<file path="src/rtl/fbb_pkg.sv">
package fbb_pkg;

  // Default geometry of the frame and size of the source bitmap store.
  localparam int unsigned FRAME_WIDTH_DEF  = 128;
  localparam int unsigned FRAME_HEIGHT_DEF = 64;
  localparam int unsigned SOURCE_BYTES_DEF = 2048;

  // Stream payload widths.
  localparam int unsigned OP_W       = 3;
  localparam int unsigned IN_DATA_W  = 104;
  localparam int unsigned OUT_DATA_W = 8;

  // Width of an unclipped source byte address: (src_y + row) * stride + col / 8.
  localparam int unsigned SRC_EXT_W = 21;

  typedef enum logic [OP_W-1:0] {
    OP_CLEAR = 3'd0,
    OP_SET   = 3'd1,
    OP_GET   = 3'd2,
    OP_FILL  = 3'd3,
    OP_LOAD  = 3'd4,
    OP_BLIT  = 3'd5
  } opcode_e;

  typedef struct packed {
    logic source_fault;
    logic read_value;
  } result_t;

endpackage

</file>
<file path="src/rtl/fbb_seq.sv">
module fbb_seq #(
  parameter int unsigned FRAME_WIDTH  = fbb_pkg::FRAME_WIDTH_DEF,
  parameter int unsigned FRAME_HEIGHT = fbb_pkg::FRAME_HEIGHT_DEF,
  parameter int unsigned SOURCE_BYTES = fbb_pkg::SOURCE_BYTES_DEF,
  localparam int unsigned FD  = FRAME_WIDTH * FRAME_HEIGHT,
  localparam int unsigned FAW = $clog2(FD),
  localparam int unsigned SAW = $clog2(SOURCE_BYTES)
) (
  input  logic                           clk_i,
  input  logic                           rst_ni,
  input  logic                           in_valid_i,
  output logic                           in_ready_o,
  input  logic [fbb_pkg::IN_DATA_W-1:0]  in_data_i,
  input  logic [fbb_pkg::OP_W-1:0]       in_user_i,
  input  logic                           out_free_i,
  output logic                           res_valid_o,
  output fbb_pkg::result_t               res_o,
  output logic                           fwe_o,
  output logic [FAW-1:0]                 fwaddr_o,
  output logic                           fwdata_o,
  output logic                           fre_o,
  output logic [FAW-1:0]                 fraddr_o,
  input  logic                           frdata_i,
  output logic                           swe_o,
  output logic [SAW-1:0]                 swaddr_o,
  output logic [7:0]                     swdata_o,
  output logic                           sre_o,
  output logic [SAW-1:0]                 sraddr_o,
  input  logic [7:0]                     srdata_i
);

  localparam int unsigned CW = $clog2(FRAME_WIDTH + 1);
  localparam int unsigned RW = $clog2(FRAME_HEIGHT + 1);
  localparam int unsigned XW = fbb_pkg::SRC_EXT_W;
  localparam logic signed [17:0] XMAX = 18'(FRAME_WIDTH);
  localparam logic signed [17:0] YMAX = 18'(FRAME_HEIGHT);

  typedef enum logic [7:0] {
    S_IDLE  = 8'b0000_0001,
    S_SETUP = 8'b0000_0010,
    S_BASE  = 8'b0000_0100,
    S_WALK  = 8'b0000_1000,
    S_DRAIN = 8'b0001_0000,
    S_GETRD = 8'b0010_0000,
    S_CLEAR = 8'b0100_0000,
    S_DONE  = 8'b1000_0000
  } state_e;

  state_e state_q, state_d;

  // Command fields, captured at acceptance.
  fbb_pkg::opcode_e   op_q;
  logic signed [15:0] px_q, py_q;
  logic [9:0]         w_q, h_q;
  logic               val_q;
  logic [11:0]        sx_q, sy_q;
  logic [7:0]         stride_q;
  logic [10:0]        saddr_q;
  logic [7:0]         sbyte_q;

  // Clipped destination window, walk counters and running bases.
  logic [CW-1:0]  dc0_q, dc1_q, c_q;
  logic [RW-1:0]  dr0_q, dr1_q, r_q;
  logic [FAW-1:0] frow_q, clr_q;
  logic [XW-1:0]  srow_q;
  logic [12:0]    scol0_q, scol_q;

  // Blit write-back stage, in the cycle after the source read.
  logic           p_v_q, p_oob_q;
  logic [FAW-1:0] p_addr_q;
  logic [2:0]     p_bit_q;

  logic pend_q, fault_q, rd_q;

  function automatic logic [CW-1:0] clip_x(input logic signed [17:0] v);
    if (v < 18'sd0) begin
      clip_x = '0;
    end else if (v > XMAX) begin
      clip_x = CW'(FRAME_WIDTH);
    end else begin
      clip_x = CW'(v);
    end
  endfunction

  function automatic logic [RW-1:0] clip_y(input logic signed [17:0] v);
    if (v < 18'sd0) begin
      clip_y = '0;
    end else if (v > YMAX) begin
      clip_y = RW'(FRAME_HEIGHT);
    end else begin
      clip_y = RW'(v);
    end
  endfunction

  logic                accept;
  logic                one_px, draw_op, empty, oob, last_col, last_row, hit;
  logic [9:0]          w_eff, h_eff;
  logic signed [17:0]  xe, ye, rel_c, rel_r;
  logic [CW-1:0]       c_nx;
  logic [RW-1:0]       r_nx;
  logic [FAW-1:0]      faddr;
  logic [XW-1:0]       sext_addr;

  assign accept     = in_valid_i && in_ready_o;
  assign in_ready_o = (state_q == S_IDLE);

  assign one_px  = (op_q == fbb_pkg::OP_SET) || (op_q == fbb_pkg::OP_GET);
  assign draw_op = one_px || (op_q == fbb_pkg::OP_FILL) || (op_q == fbb_pkg::OP_BLIT);
  assign w_eff   = one_px ? 10'd1 : w_q;
  assign h_eff   = one_px ? 10'd1 : h_q;
  assign xe      = 18'(px_q);
  assign ye      = 18'(py_q);
  assign rel_c   = $signed(18'(dc0_q)) - xe;
  assign rel_r   = $signed(18'(dr0_q)) - ye;
  assign empty   = (clip_x(xe + $signed(18'(w_eff))) <= clip_x(xe)) ||
                   (clip_y(ye + $signed(18'(h_eff))) <= clip_y(ye));

  assign c_nx      = c_q + CW'(1);
  assign r_nx      = r_q + RW'(1);
  assign last_col  = (c_nx == dc1_q);
  assign last_row  = (r_nx == dr1_q);
  assign faddr     = frow_q + FAW'(c_q);
  assign sext_addr = srow_q + XW'(scol_q[12:3]);
  assign oob       = (sext_addr >= XW'(SOURCE_BYTES));
  assign hit       = p_v_q && !p_oob_q && srdata_i[3'd7 - p_bit_q];

  always_comb begin
    state_d = state_q;
    case (state_q)
      S_IDLE: begin
        if (accept) begin
          state_d = S_SETUP;
        end
      end
      S_SETUP: begin
        if (op_q == fbb_pkg::OP_CLEAR) begin
          state_d = S_CLEAR;
        end else if (draw_op && !empty) begin
          state_d = S_BASE;
        end else begin
          state_d = S_DONE;
        end
      end
      S_BASE: state_d = S_WALK;
      S_WALK: begin
        if (last_col && last_row) begin
          if (op_q == fbb_pkg::OP_GET) begin
            state_d = S_GETRD;
          end else if (op_q == fbb_pkg::OP_BLIT) begin
            state_d = S_DRAIN;
          end else begin
            state_d = S_DONE;
          end
        end
      end
      S_DRAIN: state_d = S_DONE;
      S_GETRD: state_d = S_DONE;
      S_CLEAR: begin
        if (clr_q == FAW'(FD - 1)) begin
          state_d = pend_q ? S_DONE : S_IDLE;
        end
      end
      S_DONE: begin
        if (out_free_i) begin
          state_d = S_IDLE;
        end
      end
      default: state_d = S_IDLE;
    endcase
  end

  always_ff @(posedge clk_i or negedge rst_ni) begin
    if (!rst_ni) begin
      state_q <= S_CLEAR;
      clr_q   <= '0;
      pend_q  <= 1'b0;
      fault_q <= 1'b0;
      rd_q    <= 1'b0;
      p_v_q   <= 1'b0;
    end else begin
      state_q <= state_d;
      p_v_q   <= (state_q == S_WALK) && (op_q == fbb_pkg::OP_BLIT);
      case (state_q)
        S_IDLE: begin
          if (accept) begin
            pend_q  <= 1'b1;
            fault_q <= 1'b0;
            rd_q    <= 1'b0;
          end
        end
        S_SETUP: clr_q <= '0;
        S_WALK: begin
          if (op_q == fbb_pkg::OP_BLIT && oob) begin
            fault_q <= 1'b1;
          end
        end
        S_GETRD: rd_q <= frdata_i;
        S_CLEAR: clr_q <= clr_q + FAW'(1);
        S_DONE: begin
          if (out_free_i) begin
            pend_q <= 1'b0;
          end
        end
        default: ;
      endcase
    end
  end

  // Datapath registers.
  always_ff @(posedge clk_i) begin
    if (accept) begin
      op_q     <= fbb_pkg::opcode_e'(in_user_i);
      px_q     <= in_data_i[15:0];
      py_q     <= in_data_i[31:16];
      w_q      <= in_data_i[41:32];
      h_q      <= in_data_i[51:42];
      val_q    <= in_data_i[52];
      sx_q     <= in_data_i[64:53];
      sy_q     <= in_data_i[76:65];
      stride_q <= in_data_i[84:77];
      saddr_q  <= in_data_i[95:85];
      sbyte_q  <= in_data_i[103:96];
    end
    if (state_q == S_SETUP) begin
      dc0_q <= clip_x(xe);
      dc1_q <= clip_x(xe + $signed(18'(w_eff)));
      dr0_q <= clip_y(ye);
      dr1_q <= clip_y(ye + $signed(18'(h_eff)));
    end
    if (state_q == S_BASE) begin
      frow_q  <= FAW'(32'(dr0_q) * FRAME_WIDTH);
      srow_q  <= XW'((13'(sy_q) + rel_r[12:0]) * stride_q);
      scol0_q <= 13'(sx_q) + rel_c[12:0];
      scol_q  <= 13'(sx_q) + rel_c[12:0];
      c_q     <= dc0_q;
      r_q     <= dr0_q;
    end
    if (state_q == S_WALK) begin
      if (last_col) begin
        c_q     <= dc0_q;
        r_q     <= r_nx;
        frow_q  <= frow_q + FAW'(FRAME_WIDTH);
        srow_q  <= srow_q + XW'(stride_q);
        scol_q  <= scol0_q;
      end else begin
        c_q    <= c_nx;
        scol_q <= scol_q + 13'd1;
      end
      p_addr_q <= faddr;
      p_bit_q  <= scol_q[2:0];
      p_oob_q  <= oob;
    end
  end

  // Frame port: clearing sweep, set and fill writes, or blit write-back.
  always_comb begin
    fwe_o    = 1'b0;
    fwaddr_o = faddr;
    fwdata_o = val_q;
    if (state_q == S_CLEAR) begin
      fwe_o    = 1'b1;
      fwaddr_o = clr_q;
      fwdata_o = 1'b0;
    end else if (state_q == S_WALK &&
                 (op_q == fbb_pkg::OP_SET || op_q == fbb_pkg::OP_FILL)) begin
      fwe_o = 1'b1;
    end else if (hit) begin
      fwe_o    = 1'b1;
      fwaddr_o = p_addr_q;
      fwdata_o = 1'b1;
    end
  end

  assign fre_o    = (state_q == S_WALK) && (op_q == fbb_pkg::OP_GET);
  assign fraddr_o = faddr;

  assign swe_o    = (state_q == S_SETUP) && (op_q == fbb_pkg::OP_LOAD) &&
                    (17'(saddr_q) < 17'(SOURCE_BYTES));
  assign swaddr_o = SAW'(saddr_q);
  assign swdata_o = sbyte_q;
  assign sre_o    = (state_q == S_WALK) && (op_q == fbb_pkg::OP_BLIT) && !oob;
  assign sraddr_o = SAW'(sext_addr);

  assign res_valid_o       = (state_q == S_DONE) && out_free_i;
  assign res_o.read_value   = rd_q;
  assign res_o.source_fault = fault_q;

endmodule

</file>
<file path="config.mk">
export PLATFORM = sky130hd
export DESIGN_NAME = fbb_seq
export DESIGN_NICKNAME = d
export VERILOG_FILES = /design/src/rtl/fbb_pkg.sv /design/src/rtl/fbb_seq.sv
export SDC_FILE = /design/constraint.sdc
export NUM_CORES = 1
export LEC_CHECK = 0
export BUFFER_PORTS_ARGS = -buffer_cell sky130_fd_sc_hd__buf_2
export CORE_MARGIN = 8
export CORE_UTILIZATION = 53
export DETAILED_ROUTE_END_ITERATION = 8
export PLACE_DENSITY = 0.73
export SLEW_MARGIN = 0
export SYNTH_ARGS = -nofsm -noshare
export SYNTH_HDL_FRONTEND = slang
export SYNTH_SLANG_ARGS = --single-unit
</file>
<file path="constraint.sdc">
create_clock -name clk_i -period 18.4 [get_ports clk_i]
set_input_delay 2.76 -clock clk_i [delete_from_list [all_inputs] [get_ports clk_i]]
set_output_delay 2.76 -clock clk_i [all_outputs]
set_load 0.005 [all_outputs]
</file>
==> flow_metrics.env <==
export IMPL_synth_ff_latch_count=254
export IMPL_core_area_sq_um=35100
export IMPL_synth_adder_area_share_pct=18.8
export IMPL_clock_sinks=254
export IMPL_vias_per_cell=5.64
export IMPL_netlist_area_sq_um=18700
export IMPL_finalCriticalPeriod_ns=7.97
export IMPL_port_buffers=184
export IMPL_die_w_microns=204
export IMPL_grt_util_met1_pct=26.7
export IMPL_antenna_left=0
export IMPL_htreeDepth=1
export IMPL_root_buffer="clkbuf_16"
export IMPL_fmax_ghz=0.125
export IMPL_seqCellArea_sq_um=7160
export IMPL_slew_violations=0
export IMPL_fin_tns_setup_ns=0
export IMPL_cts_tree="done"
export IMPL_syn_instance_count=1888
export IMPL_worstMarginPinSlew_ns=0.958
export IMPL_nNetsFinal=2413
export IMPL_fin_cells=2546
export IMPL_synth_top_family_by_area="adder cells"
export IMPL_path_max_fanout=8
export IMPL_syn_to_final_growth_pct=12.2
export IMPL_synth_edf_count=195
export IMPL_hp_class="flip-flop to flip-flop"
export IMPL_use_met3_pct=3.66
export IMPL_drt_iter0_drc=940
export IMPL_setup_viol_count_final=0
export IMPL_ios=185
export IMPL_final_cell_mix="195 x edfxtp_1, 191 x inv_1, 184 x buf_2"
export IMPL_placed_cells=2494
export IMPL_grt_max_degree=79
export IMPL_busiest_layer="met2"
export IMPL_die_area_sq_um=41600
export IMPL_relSlewSlack_pct=36.1
export IMPL_seq_area_frac_synth_pct=38.3
export IMPL_hold_ws_ns=0.490
export IMPL_slowest_delay_ns=0.54
export IMPL_grt_first_pass_wirelength_mm=72.4
export IMPL_vias=14400
export IMPL_setup_slack_ns=10.43
export IMPL_diodes=0
export IMPL_avgSynthCellArea_sq_um=9.91
export IMPL_synthSimpleGateAreaFrac_pct=16.9
export IMPL_synthArstFlopShare_pct=9.84
export IMPL_grt_pass1_vias=14800
export IMPL_period_share_pct=43.3
export IMPL_drv_cap=0
export IMPL_synth_xor_area_share_pct=5.92
export IMPL_cp_start_kind="flip-flop"
export IMPL_num_rows=69
export IMPL_nFillCells=2953
export IMPL_cts_setup_buffers=0
export IMPL_clkTransAtPathRegs_ns=0.06
export IMPL_rsz0062_at_grt="no"
export IMPL_path_class="flip-flop to flip-flop"
export IMPL_arrival_ns=8.45
export IMPL_yosys_warnings=0
export IMPL_gp_congestion=0.901
export IMPL_start_util_pct=53.3
export IMPL_synth_compound_area_share_pct=13.9
export IMPL_cts_resized=0
export IMPL_worstSkewPairLatency_ns=0.56
export IMPL_drive_gt1_share_pct=13.1
export IMPL_synth_ff_type="edfxtp_1"
export IMPL_overflow=0
export IMPL_antenna_found_initial=1
export IMPL_layout_commonest_cell="edfxtp_1"
export IMPL_cts_made_buffers=28
export IMPL_route_detailed_drc=0
export IMPL_clockBufferDepth=3
export IMPL_required_ns=18.87
export IMPL_status="finished clean"
export IMPL_hold_buffers=0
export IMPL_finalHoldViolations=0
export IMPL_grt_usage_pct=21.1
export IMPL_worst_setup_path_end_kind="flip-flop"
export IMPL_place_ws_ns=10.50
export IMPL_grt_util_met2_pct=36.3
export IMPL_multi_input_area_sq_um=10600
export IMPL_dpl_hpwl_mm=34.2
export IMPL_slowest_stage="fa_1"
export IMPL_rr_worst_depth=31
export IMPL_whs_path_depth=2
export IMPL_die_h_microns=204
export IMPL_syn_nets=2238
export IMPL_route_final_wire_length_mm=43.8
export IMPL_skew_ns=0.0123
export IMPL_first_pass_iters=5
export IMPL_routedWlPerCell_microns=17.2
export IMPL_synth_cell_types=92
export IMPL_synthMuxAreaShare_pct=1.27
-- cell usage after synthesis, drive strengths merged, types with 36 or more instances --
cell type  count  share of area (%)
edfxtp       195                 31
inv          193                3.9
nand2        164                3.3
ha           144                9.6
nor2         135                2.7
o21ai        107                2.9
a21oi         93                2.5
fa            86                9.2
and2          77                2.6
xnor2         67                3.1
nand3         45                1.2
nor2b         45                1.5
xor2          44                2.1
clkbuf        40               0.80
nor3          36                1.0
-- layout make-up --
cell class	count	share of cell area [%]
inverter	194	3.48
multi-input combinational	1391	50.7
timing repair buffer	194	4.74
tap	461	2.75
clock inverter	20	0.745
sequential	254	34.1
clock buffer	32	3.51
-- path summary, 6_finish.rpt --
path                          from          to  slack (ns)
max                        py_q[1]  srow_q[20]       10.43
min                         r_q[6]      r_q[6]        0.49
max reg2reg                py_q[1]  srow_q[20]       10.43
min reg2reg                 r_q[6]      r_q[6]        0.49
max in group asynchronous   rst_ni  state_q[5]       15.78
min in group asynchronous   rst_ni    clr_q[8]        2.21
-- flip-flops by register name, indices dropped and copies added, names as in the netlist, 13 cells and up --
| signal | count |
|---|---|
| clr_q | 13 |
| frow_q | 13 |
| p_addr_q | 13 |
| px_q | 16 |
| py_q | 16 |
| scol0_q | 13 |
| scol_q | 13 |
| srow_q | 21 |
-- logic make-up (layout without fill, tap and decap cells) --
group | count (synthesis) | count (layout)
XOR/XNOR | 117 | 117
AO/OA/AOI/OAI | 394 | 394
flip-flops | 254 | 254
adder cells (fa/ha/maj) | 230 | 230
multiplexers | 21 | 21
AND/OR/NAND/NOR | 629 | 629
buffers and inverters | 243 | 440
-- per-layer routing --
| metal | vias to the layer above | routed length, microns |
|---|---|---|
| met4 | 2 | 1180 |
| li1 | 7048 | - |
| met3 | 79 | 2320 |
| met5 | - | 10 |
| met2 | 381 | 21200 |
| met1 | 6848 | 19100 |
-- stage by stage --
step / cell area, sq um / util (%)
finish: 21000 / 59.8
global placement: 20100 / 57.2
floorplan: 18700 / -
CTS: 21000 / 59.8
global route: 21000 / 59.8
detailed placement: 20100 / 57.2
-- critical path: cells and delay by family (launching register included) --
kind / cells / cell delay, ns
simple gates: 5 / 0.95
buf+inv: 3 / 0.18
compound gates: 13 / 2.63
flops: 1 / 0.51
xor+xnor: 3 / 0.77
fa+ha+maj: 7 / 2.87
Power is not shown: default switching activity piles up to over one toggle a cycle in this logic, so the estimate is an artifact.
